## src/hw/rtl/mtt_pkg.sv

```systemverilog
// Package for the multiplexed timer table: sizes, operation and status codes, FSM states.
// No dependencies.
`default_nettype none
package mtt_pkg;
  localparam int MaxTimers  = 8;
  localparam int HandleBits = 8;
  localparam int IdxW       = $clog2(MaxTimers);
  localparam int CntW       = $clog2(MaxTimers + 1);
  localparam logic [31:0] PeriodCap = 32'h0000_fff0;
  // Handle, remaining, reload, mode.
  localparam int EntryW = HandleBits + 32 + 32 + 2;

  typedef enum logic [1:0] {
    OP_TICK    = 2'd0,
    OP_START   = 2'd1,
    OP_RESTART = 2'd2,
    OP_STOP    = 2'd3
  } op_t;

  typedef enum logic [1:0] {
    ST_DONE     = 2'd0,
    ST_FULL     = 2'd1,
    ST_NOTFOUND = 2'd2
  } status_t;

  typedef enum logic [3:0] {
    S_IDLE,
    S_FIND_RD,
    S_FIND_CHK,
    S_UPD_RD,
    S_UPD_CHK,
    S_MOVE_RD,
    S_MOVE_WR,
    S_APPEND,
    S_TGT_RD,
    S_TGT_CHK,
    S_MOVE2_RD,
    S_MOVE2_WR,
    S_MIN_RD,
    S_MIN_CHK,
    S_FINISH
  } state_t;
endpackage
`default_nettype wire

```

## src/hw/rtl/mtt_ram.sv

```systemverilog
// Generic single-port RAM with registered read.
// No dependencies.
`default_nettype none
module mtt_ram #(
  parameter int Width = 8,
  parameter int Depth = 8
) (
  input  wire logic                     clk,
  input  wire logic                     we,
  input  wire logic [$clog2(Depth)-1:0] addr,
  input  wire logic [Width-1:0]         wdata,
  output logic      [Width-1:0]         rdata
);
  logic [Width-1:0] mem [Depth];
  always_ff @(posedge clk) begin
    if (we) begin
      mem[addr] <= wdata;
    end
    rdata <= mem[addr];
  end
endmodule
`default_nettype wire

```

## src/hw/rtl/multiplexed_timer_table.sv

```systemverilog
// Multiplexed timer table: one entry RAM swept by a sequencer.
// Uses mtt_pkg and mtt_ram.
`default_nettype none
// Accepts one request whenever busy is low. A request sweeps the table on the single RAM
// port, one pass at a time: a handle search (restart and stop), an update pass, a target
// pass (restart and stop) and a minimum pass, plus a removal move for each timer taken
// out. A start on a full table ends without a sweep, and a restart or stop of an absent
// handle ends after the handle search, each with its status. Each result is valid for one
// cycle on out_valid; the receiver cannot stall, and the final result carries out_last.
module multiplexed_timer_table
  import mtt_pkg::*;
(
  input  wire logic        clk,
  input  wire logic        rst_n,
  input  wire logic        start,
  output logic             busy,
  input  wire logic [1:0]  in_op,
  input  wire logic [7:0]  in_handle,
  input  wire logic [31:0] in_period,
  input  wire logic [1:0]  in_timer_mode,
  input  wire logic [15:0] in_elapsed,
  output logic             out_valid,
  output logic             out_fired,
  output logic [7:0]       out_fired_handle,
  output logic             out_deferred,
  output logic [1:0]       out_op_status,
  output logic [15:0]      out_next_period,
  output logic             out_timer_running,
  output logic             out_last
);
  state_t state_r, state_nxt;
  logic [CntW-1:0] cnt_r, cnt_nxt;
  logic [CntW-1:0] i_r, i_nxt;
  logic [15:0] intv_r, intv_nxt;
  logic [1:0] op_r;
  logic [HandleBits-1:0] h_r;
  logic [31:0] per_r;
  logic [1:0] md_r;
  logic [15:0] el_r;
  logic [31:0] min_r, min_nxt;
  logic [1:0] stat_r, stat_nxt;
  // Pending fire result, held until the next fire or the finish so the final one can carry last.
  logic pend_r, pend_nxt;
  logic [7:0] pend_h_r, pend_h_nxt;
  logic pend_d_r, pend_d_nxt;

  logic we;
  logic [IdxW-1:0] addr;
  logic [EntryW-1:0] wdata, rdata;
  logic [HandleBits-1:0] rd_h;
  logic [31:0] rd_rem, rd_rel;
  logic [1:0] rd_md;
  logic [CntW-1:0] lastidx;

  mtt_ram #(.Width(EntryW), .Depth(MaxTimers)) u_ram (
    .clk(clk), .we(we), .addr(addr), .wdata(wdata), .rdata(rdata)
  );

  assign {rd_h, rd_rem, rd_rel, rd_md} = rdata;
  assign lastidx = cnt_r - CntW'(1);
  assign busy = (state_r != S_IDLE);

  always_ff @(posedge clk) begin
    if (!rst_n) begin
      state_r <= S_IDLE;
      cnt_r   <= '0;
      intv_r  <= '0;
      pend_r  <= 1'b0;
    end else begin
      state_r <= state_nxt;
      cnt_r   <= cnt_nxt;
      intv_r  <= intv_nxt;
      pend_r  <= pend_nxt;
    end
  end

  always_ff @(posedge clk) begin
    i_r      <= i_nxt;
    min_r    <= min_nxt;
    stat_r   <= stat_nxt;
    pend_h_r <= pend_h_nxt;
    pend_d_r <= pend_d_nxt;
    if (start && !busy) begin
      op_r  <= in_op;
      h_r   <= in_handle[HandleBits-1:0];
      per_r <= in_period;
      md_r  <= in_timer_mode;
      el_r  <= (in_op == OP_TICK) ? intv_r : in_elapsed;
    end
  end

  // Next state.
  always_comb begin
    state_nxt = state_r;
    case (state_r)
      S_IDLE: begin
        if (start) begin
          if (in_op == OP_TICK) begin
            state_nxt = S_UPD_RD;
          end else if (in_op == OP_START) begin
            state_nxt = (cnt_r >= CntW'(MaxTimers)) ? S_FINISH : S_UPD_RD;
          end else begin
            state_nxt = S_FIND_RD;
          end
        end
      end
      S_FIND_RD:  state_nxt = (i_r < cnt_r) ? S_FIND_CHK : S_FINISH;
      S_FIND_CHK: state_nxt = (rd_h == h_r) ? S_UPD_RD : S_FIND_RD;
      S_UPD_RD: begin
        if (i_r < cnt_r) begin
          state_nxt = S_UPD_CHK;
        end else if (op_r == OP_TICK) begin
          state_nxt = S_MIN_RD;
        end else if (op_r == OP_START) begin
          state_nxt = S_APPEND;
        end else begin
          state_nxt = S_TGT_RD;
        end
      end
      S_UPD_CHK: begin
        state_nxt = (rd_rem <= 32'(el_r) && !rd_md[0]) ? S_MOVE_RD : S_UPD_RD;
      end
      S_MOVE_RD:  state_nxt = S_MOVE_WR;
      S_MOVE_WR:  state_nxt = S_UPD_RD;
      S_APPEND:   state_nxt = S_MIN_RD;
      // A target that expired during the update still needs a fresh minimum.
      S_TGT_RD:   state_nxt = (i_r < cnt_r) ? S_TGT_CHK : S_MIN_RD;
      S_TGT_CHK: begin
        if (rd_h != h_r) begin
          state_nxt = S_TGT_RD;
        end else begin
          state_nxt = (op_r == OP_STOP) ? S_MOVE2_RD : S_MIN_RD;
        end
      end
      S_MOVE2_RD: state_nxt = S_MOVE2_WR;
      S_MOVE2_WR: state_nxt = S_MIN_RD;
      S_MIN_RD:   state_nxt = (i_r < cnt_r) ? S_MIN_CHK : S_FINISH;
      S_MIN_CHK:  state_nxt = S_MIN_RD;
      S_FINISH:   state_nxt = S_IDLE;
      default:    state_nxt = S_IDLE;
    endcase
  end

  // Datapath and outputs.
  always_comb begin
    cnt_nxt    = cnt_r;
    i_nxt      = i_r;
    intv_nxt   = intv_r;
    min_nxt    = min_r;
    stat_nxt   = stat_r;
    pend_nxt   = pend_r;
    pend_h_nxt = pend_h_r;
    pend_d_nxt = pend_d_r;
    we    = 1'b0;
    addr  = i_r[IdxW-1:0];
    wdata = rdata;
    out_valid         = 1'b0;
    out_fired         = pend_r;
    out_fired_handle  = pend_h_r;
    out_deferred      = pend_d_r;
    out_op_status     = stat_r;
    out_next_period   = '0;
    out_timer_running = 1'b0;
    out_last          = 1'b0;
    case (state_r)
      S_IDLE: begin
        i_nxt    = '0;
        min_nxt  = PeriodCap;
        stat_nxt = ST_DONE;
        pend_nxt = 1'b0;
        if (start && in_op == OP_START && cnt_r >= CntW'(MaxTimers)) begin
          stat_nxt = ST_FULL;
        end
      end
      S_FIND_RD: begin
        if (i_r >= cnt_r) begin
          stat_nxt = ST_NOTFOUND;
        end
      end
      S_FIND_CHK: begin
        i_nxt = (rd_h == h_r) ? '0 : i_r + CntW'(1);
      end
      S_UPD_RD: begin
        if (i_r >= cnt_r) begin
          i_nxt = '0;
        end
      end
      S_UPD_CHK: begin
        if (rd_rem <= 32'(el_r)) begin
          if (pend_r) begin
            out_valid = 1'b1;
          end
          pend_nxt   = 1'b1;
          pend_h_nxt = 8'(rd_h);
          pend_d_nxt = rd_md[1];
          if (rd_md[0]) begin
            we    = 1'b1;
            wdata = {rd_h, rd_rel, rd_rel, rd_md};
            i_nxt = i_r + CntW'(1);
          end
        end else begin
          we    = 1'b1;
          wdata = {rd_h, rd_rem - 32'(el_r), rd_rel, rd_md};
          i_nxt = i_r + CntW'(1);
        end
      end
      S_MOVE_RD, S_MOVE2_RD: begin
        addr = lastidx[IdxW-1:0];
      end
      S_MOVE_WR, S_MOVE2_WR: begin
        we      = 1'b1;
        wdata   = rdata;
        cnt_nxt = lastidx;
        if (state_r == S_MOVE2_WR) begin
          i_nxt = '0;
        end
      end
      S_APPEND: begin
        addr    = cnt_r[IdxW-1:0];
        we      = 1'b1;
        wdata   = {h_r, per_r, per_r, md_r};
        cnt_nxt = cnt_r + CntW'(1);
        i_nxt   = '0;
      end
      S_TGT_RD: begin
        if (i_r >= cnt_r) begin
          i_nxt = '0;
        end
      end
      S_TGT_CHK: begin
        if (rd_h != h_r) begin
          i_nxt = i_r + CntW'(1);
        end else if (op_r == OP_RESTART) begin
          we    = 1'b1;
          wdata = {rd_h, rd_rel, rd_rel, rd_md};
          i_nxt = '0;
        end
      end
      S_MIN_CHK: begin
        if (rd_rem < min_r) begin
          min_nxt = rd_rem;
        end
        i_nxt = i_r + CntW'(1);
      end
      S_MIN_RD: begin
        if (i_r >= cnt_r && cnt_r != '0) begin
          intv_nxt = min_r[15:0];
        end
      end
      S_FINISH: begin
        out_valid         = 1'b1;
        out_last          = 1'b1;
        out_next_period   = (cnt_r != '0) ? intv_r : 16'd0;
        out_timer_running = (cnt_r != '0);
        if (!pend_r) begin
          out_fired_handle = '0;
          out_deferred     = 1'b0;
        end
        pend_nxt = 1'b0;
      end
      default: ;
    endcase
    if (!pend_r) begin
      out_fired_handle = '0;
      out_deferred     = 1'b0;
    end
  end
endmodule
`default_nettype wire

```

## config.mk

```make
export PLATFORM = sky130hd
export DESIGN_NAME = multiplexed_timer_table
export DESIGN_NICKNAME = d
export VERILOG_FILES = /design/src/hw/rtl/mtt_pkg.sv /design/src/hw/rtl/mtt_ram.sv /design/src/hw/rtl/multiplexed_timer_table.sv
export SDC_FILE = /design/constraint.sdc
export NUM_CORES = 1
export LEC_CHECK = 0
export BUFFER_PORTS_ARGS = -buffer_cell sky130_fd_sc_hd__buf_4
export CAP_MARGIN = 0
export CORE_MARGIN = 2
export CORE_UTILIZATION = 25
export CTS_BUF_LIST = sky130_fd_sc_hd__clkbuf_4 sky130_fd_sc_hd__clkbuf_8
export DETAILED_ROUTE_END_ITERATION = 8
export GPL_ROUTABILITY_DRIVEN = 0
export PLACE_DENSITY_LB_ADDON = 0.08
export SETUP_SLACK_MARGIN = 0.15
export SLEW_MARGIN = 20
export SYNTH_ARGS = -nofsm -noshare
export SYNTH_HDL_FRONTEND = slang
export SYNTH_HIERARCHICAL = 1
export SYNTH_SLANG_ARGS = --single-unit
```

## constraint.sdc

```tcl
create_clock -name clk -period 10.8 [get_ports clk]
set_input_delay 2.7 -clock clk [delete_from_list [all_inputs] [get_ports clk]]
set_output_delay 2.7 -clock clk [all_outputs]
set_load 0.05 [all_outputs]
```

# Word-level counts from Yosys, hierarchy flattened
# Memories as Yosys holds them, arrays and structs flattened. A register that Yosys moved wholly into a read port is not among the register bits.
# Cells that the tools add are included.
totals:
  reg_bits: 132
  latchBits: 0
  ram_bits: 592
  rom_bits: 0
  input_bits: 63
  output_inout_bits: 32
  elab_cells: 136
  n_memories: 1
op_classes:
  addsub: 4
  multipliers: 0
  div_mod_pow: 0
  n_lt_le_gt_ge: 5
  eq_ne: 28
  shifts: 0
  n_mux: 54
  bitwise: 0
  reduce_logical: 30
mem_list:
  columns: ["memory", "words", "word_bits", "rd", "rd_ports_with_merged_regs", "wr", "line", "text"]
  rows:
  - ["u_ram.mem", 8, 74, 1, 1, 1, "mtt_ram.sv:14", "logic [Width-1:0] mem [Depth];"]
ops:
  columns: ["operator", "count"]
  rows:
  - ["2-to-1 mux 66 bit", 4]
  - ["case mux 74 bit (3 select lines)", 1]
  - ["case mux 32 bit (2 select lines)", 1]
  - ["2-to-1 mux 4 bit", 15]
  - ["2-to-1 mux 16 bit", 3]
  - ["case mux 4 bit (12 select lines)", 1]
  - ["less-or-equal comparator 32 x 16 -> 1 bit", 1]
  - ["< comparator 32 bit", 1]
  - ["2-to-1 mux 32 bit", 1]
  - ["subtractor 32 x 16 -> 32 bit", 1]
  - ["equality test 4 bit (second input constant)", 7]
  - ["case mux 4 bit (7 select lines)", 1]
  - ["equality test 4 x 3 -> 1 bit (second input constant)", 4]
  - ["2-to-1 mux 1 bit", 13]
  - ["2-to-1 mux 3 bit", 4]
  - ["!= test 2 bit (second input constant)", 5]
  - ["AND reduction 2 bit", 5]
  - ["OR reduction 2 bit", 5]
  - ["adder 4 x 1 -> 4 bit (second input constant)", 2]
  - ["equality test 4 x 2 -> 1 bit (second input constant)", 2]
  - ["equality test 8 bit", 1]
  - ["2-to-1 mux 8 bit", 1]
  - ["!= test 8 bit", 1]
  - ["case mux 4 bit (2 select lines)", 1]
  - ["other kinds (24)", 40]

# Logic depth before layout (Yosys ltp)
logic_depth:
  word_depth: 6
  mapped_depth: 14
  ltp_nobuf: 12

# Modules after synthesis
# Netlist, hierarchy kept.
by_module_without_submodules:
  columns: ["module", "instances", "cells_each", "area_each_um2", "seq_area_each_um2"]
  rows:
  - ["mtt_ram", 1, 1151, 23994.3, 19258.5]
  - ["multiplexed_timer_table", 1, 1056, 9374.0, 3713.6]

# Worst setup path after synthesis
# OpenSTA, ideal clock, no wires.
synth_path:
  path_kind: "register to register"
  from: "register el_r[0]"
  to: "memory u_ram/mem[1][0] (netlist name), enable pin"
  setup_ps: 598
  arrival_time_ps: 7476
  t_required_ps: 10202
  setup_slack_ps: 2726
  stages_incl_launch_ff: 13
  n_path_buf: 1
  period_less_slack_ps: 8074
  path_cell_list: "edfxtp_1 ha_1 inv_1 fa_1 a211oi_1 o211ai_1 a311oi_1 o21ai_1 clkbuf_1 o21ai_0 nand3b_1 nand2b_1 nor3_1"
synth_between:
  elab_chain_cells: 5
synth_rtl:
  columns: ["element", "line", "text"]
  rows:
  - ["start, declared", "multiplexed_timer_table.sv:39", "logic [15:0] el_r;"]
  - ["start signal, assigned", "multiplexed_timer_table.sv:88", "el_r <= (in_op == OP_TICK) ? intv_r : in_elapsed;"]
  - ["less-or-equal comparator 32 x 16 -> 1 bit", "multiplexed_timer_table.sv:189", "if (rd_rem <= 32'(el_r)) begin"]
  - ["2-to-1 mux 1 bit", "multiplexed_timer_table.sv:189", null]
  - ["case mux 1 bit (3 select lines)", "multiplexed_timer_table.sv:165", "case (state_r)"]
  - ["net we", "multiplexed_timer_table.sv:47", "logic we;"]
  - ["2-to-1 mux 1 bit", "mtt_ram.sv:16", "if (we) begin"]
  - ["2-to-1 mux 1 bit (not written as such)", "mtt_ram.sv:17", "mem[addr] <= wdata;"]
  - ["end, declared", "mtt_ram.sv:14", null]
# The timed path passes the listed nets, and every way through them passes these cells.

# Worst setup path after layout
layout_path:
  from: "register u_ram.rdata[34] (read register of u_ram.mem)"
  to: "output port out_valid"
layout_between:
  elab_chain_cells: 3
layout_rtl:
  columns: ["element", "line", "text"]
  rows:
  - ["start, declared", "mtt_ram.sv:12", "output logic [Width-1:0] rdata"]
  - ["less-or-equal comparator 32 x 16 -> 1 bit", "multiplexed_timer_table.sv:189", null]
  - ["2-to-1 mux 1 bit", "multiplexed_timer_table.sv:189", null]
  - ["case mux 1 bit (2 select lines)", "multiplexed_timer_table.sv:165", null]
  - ["end, declared", "multiplexed_timer_table.sv:22", "output logic out_valid,"]
# No other way between the ends.

==> impl_metrics.env <==
export IMPL_clock_latency_ns=0.88
export IMPL_wire_per_inst_um=26.2
export IMPL_max_slew_worst_pin_slew_ns=1.18
export IMPL_h_tree_depth=4
export IMPL_dieWidth_um=369
export IMPL_initial_core_util=0.251
export IMPL_grt_max_degree=98
export IMPL_clkTransAtPathRegs_ns=0.06
export IMPL_endpoint_kind="primary output"
export IMPL_min_path_type="reg2reg"
export IMPL_r2r_start="el_r[0]"
export IMPL_dieArea_um2=136000
export IMPL_max_freq_mhz=147
export IMPL_portBuffers=94
export IMPL_irDropWorstVdd_uv=285
export IMPL_wl_um=112000
export IMPL_fill_cells=13262
export IMPL_antenna_left=0
export IMPL_min_from="u_ram/mem[0][26]"
export IMPL_cts_root_buf="clkbuf_8"
export IMPL_reg2regPathDepth=14
export IMPL_cts_setup_buffers=0
export IMPL_period_minus_slack_ns=6.79
export IMPL_dr_pass1_iters=5
export IMPL_final_cell_mix="edfxtp_1, nand2_1, mux2_2, clkbuf_8, buf_4"
export IMPL_slew_violations=0
export IMPL_start_kind="flop"
export IMPL_synth_ff_type="edfxtp_1"
export IMPL_setup_viol=0
export IMPL_whs_endpoint="u_ram/rdata[26]"
export IMPL_synth_fp_nets=2325
export IMPL_post_route_period_util=0.629
export IMPL_hold_path_depth=2
export IMPL_overflow=0
export IMPL_skew_ns=0.0541
export IMPL_use_met3=0.0304
export IMPL_status="finished, final reports clean"
export IMPL_cp_cell_sequence="inv_1, ha_1, inv_1, fa_1, a211oi_1, o211ai_1, a311oi_1, o21a_1, nand2_1, inv_1, buf_4, nand2_1, nand2_1, buf_4"
export IMPL_gr_usage_all_layers=0.164
export IMPL_gr_usage_met2=0.255
export IMPL_rrSetupSlack_ns=5.32
export IMPL_holdBufCountCts=0
export IMPL_drt_iter0_drc=1601
export IMPL_io_pins=95
export IMPL_synth_edf_count=699
export IMPL_core_rowCount=134
export IMPL_layout_commonest_cell="edfxtp_1"
export IMPL_cp_data_required_time_ns=8.10
export IMPL_cap_violations=0
export IMPL_grt_pass1_wl_um=158000
export IMPL_total_power_mw=12.1
export IMPL_hold_violations=0
export IMPL_syn_to_final_growth_pct=18.8
export IMPL_grt_pass1_vias=20963
export IMPL_numClockSinks=798
export IMPL_slew_headroom=0.209
export IMPL_syn_area_per_cell_um2=15.1
export IMPL_cts_tree="done"
export IMPL_yosys_warnings=6
export IMPL_grt_busiest_layer="met2"
export IMPL_setup_ws_ns=4.01
export IMPL_fin_nets=2513
export IMPL_syn_inst=2207
export IMPL_fp_dieH_um=369
export IMPL_finalSetupTns_ns=0
export IMPL_ys_seq_area_frac=0.688
export IMPL_slowest_delay_ns=0.47
export IMPL_path_max_fanout=11
export IMPL_drive_gt1_frac=0.278
export IMPL_crit_arrival_ns=4.09
export IMPL_path_class="reg2out"
export IMPL_via_per_inst=4.69
export IMPL_cts_buffers=151
export IMPL_cp_slowest_cell="a311oi_1"
export IMPL_cts_resized=0
export IMPL_p_leak_nw=13.4
export IMPL_cts_buffer_depth=3
export IMPL_via_count=20096
export IMPL_synth_area_um2=33400
export IMPL_synth_cell_types=74
export IMPL_antenna_found_initial=6
export IMPL_rsz0062_at_grt="false"
export IMPL_core_area_um2=133000
export IMPL_ys_seq_elements=798
export IMPL_r2r_end="u_ram/mem[7][70]"
export IMPL_power_density_nw_per_um2=306
export IMPL_dp_slack_ns=4.88
export IMPL_drcViolationCount=0
export IMPL_dp_hpwl_um=65900
export IMPL_ys_async_sr_fraction=0
export IMPL_met1_usage=0.228
[sequential cells by signal, indices dropped and copies added, names as in the netlist, 8 cells and up]
register	cells
intv_r	16
pend_h_r	8
per_r	32
u_ram/rdata	74
min_r	32
u_ram/mem	592
el_r	16
h_r	8
[stage by stage]
step	hold WS, ns	instance area (um2)	instances	util
after floorplan	0.408	33400	2207	-
after global placement	0.449	36300	4009	0.273
after detailed placement	0.449	36300	4009	0.273
after CTS	0.464	39600	4284	0.298
after global routing	0.483	39600	4288	0.298
final	0.460	39600	4289	0.298
[routing by layer]
| metal | part of all wire | vias up |
|---|---|---|
| met5 | 0.00012 | - |
| met4 | 0.025 | 2 |
| met3 | 0.051 | 166 |
| met2 | 0.45 | 565 |
| met1 | 0.47 | 10404 |
| li1 | - | 8959 |
[cell type report]
type | count | area [um2] | share of cell area
Inverter | 70 | 263 | 0.00663
Timing Repair Buffer | 153 | 1190 | 0.0301
Multi-Input combinational cell | 1221 | 9740 | 0.246
Antenna cell | 4 | 10.0 | 0.000253
Clock inverter | 41 | 422 | 0.0106
Sequential cell | 798 | 23000 | 0.580
Clock buffer | 234 | 2820 | 0.0712
Tap cell | 1768 | 2210 | 0.0558
[synth_stat cells, types with 23 or more instances]
library cell,count,share of area
edfxtp_1,699,0.63
nand2_1,214,0.024
mux2_2,190,0.064
dfxtp_1,99,0.059
a22oi_1,79,0.018
inv_1,70,0.0079
nor2_1,68,0.0076
clkbuf_1,55,0.0062
ha_1,54,0.020
o21ai_0,52,0.0078
and2_1,51,0.0096
mux4_2,48,0.032
a21oi_1,47,0.0070
buf_2,39,0.0058
o211ai_1,38,0.0085
a222oi_1,33,0.0099
mux2i_1,33,0.0099
nor3_1,32,0.0048
nor2b_1,30,0.0056
nand3_1,24,0.0036
o21ai_1,23,0.0034
[power breakdown]
group	total, mW	internal, mW	switching, mW
clock	3.18	1.85	1.33
sequential	4.77	4.33	0.442
combinational	4.19	1.46	2.73
[worst max path at each step]
stage                         start              end  cells past startpoint
floorplan                   el_r[0]  u_ram/mem[1][0]                     12
global placement    u_ram/rdata[34]        out_valid                     14
detailed placement  u_ram/rdata[34]        out_valid                     14
CTS                 u_ram/rdata[34]        out_valid                     14
global route        u_ram/rdata[34]        out_valid                     14
finish              u_ram/rdata[34]        out_valid                     14
[cells by family after synthesis]
logic type / count (synthesis) / share of synthesized area
flops: 798 / 0.688
simple gates: 485 / 0.0694
compound gates: 379 / 0.0814
mux: 272 / 0.107
buf+inv: 188 / 0.0253
fa+ha+maj: 55 / 0.0208
xor+xnor: 30 / 0.00787
[worst max-delay path, delay by kind of cell (launching register included)]
kind                     cells  cell delay [ns]
AO/OA/AOI/OAI                4             1.24
adder cells (fa/ha/maj)      2             0.59
buffers and inverters        5             0.74
flip-flops                   1             0.32
AND/OR/NAND/NOR              3             0.35
Note: power is estimated with default switching activity, not from simulation.
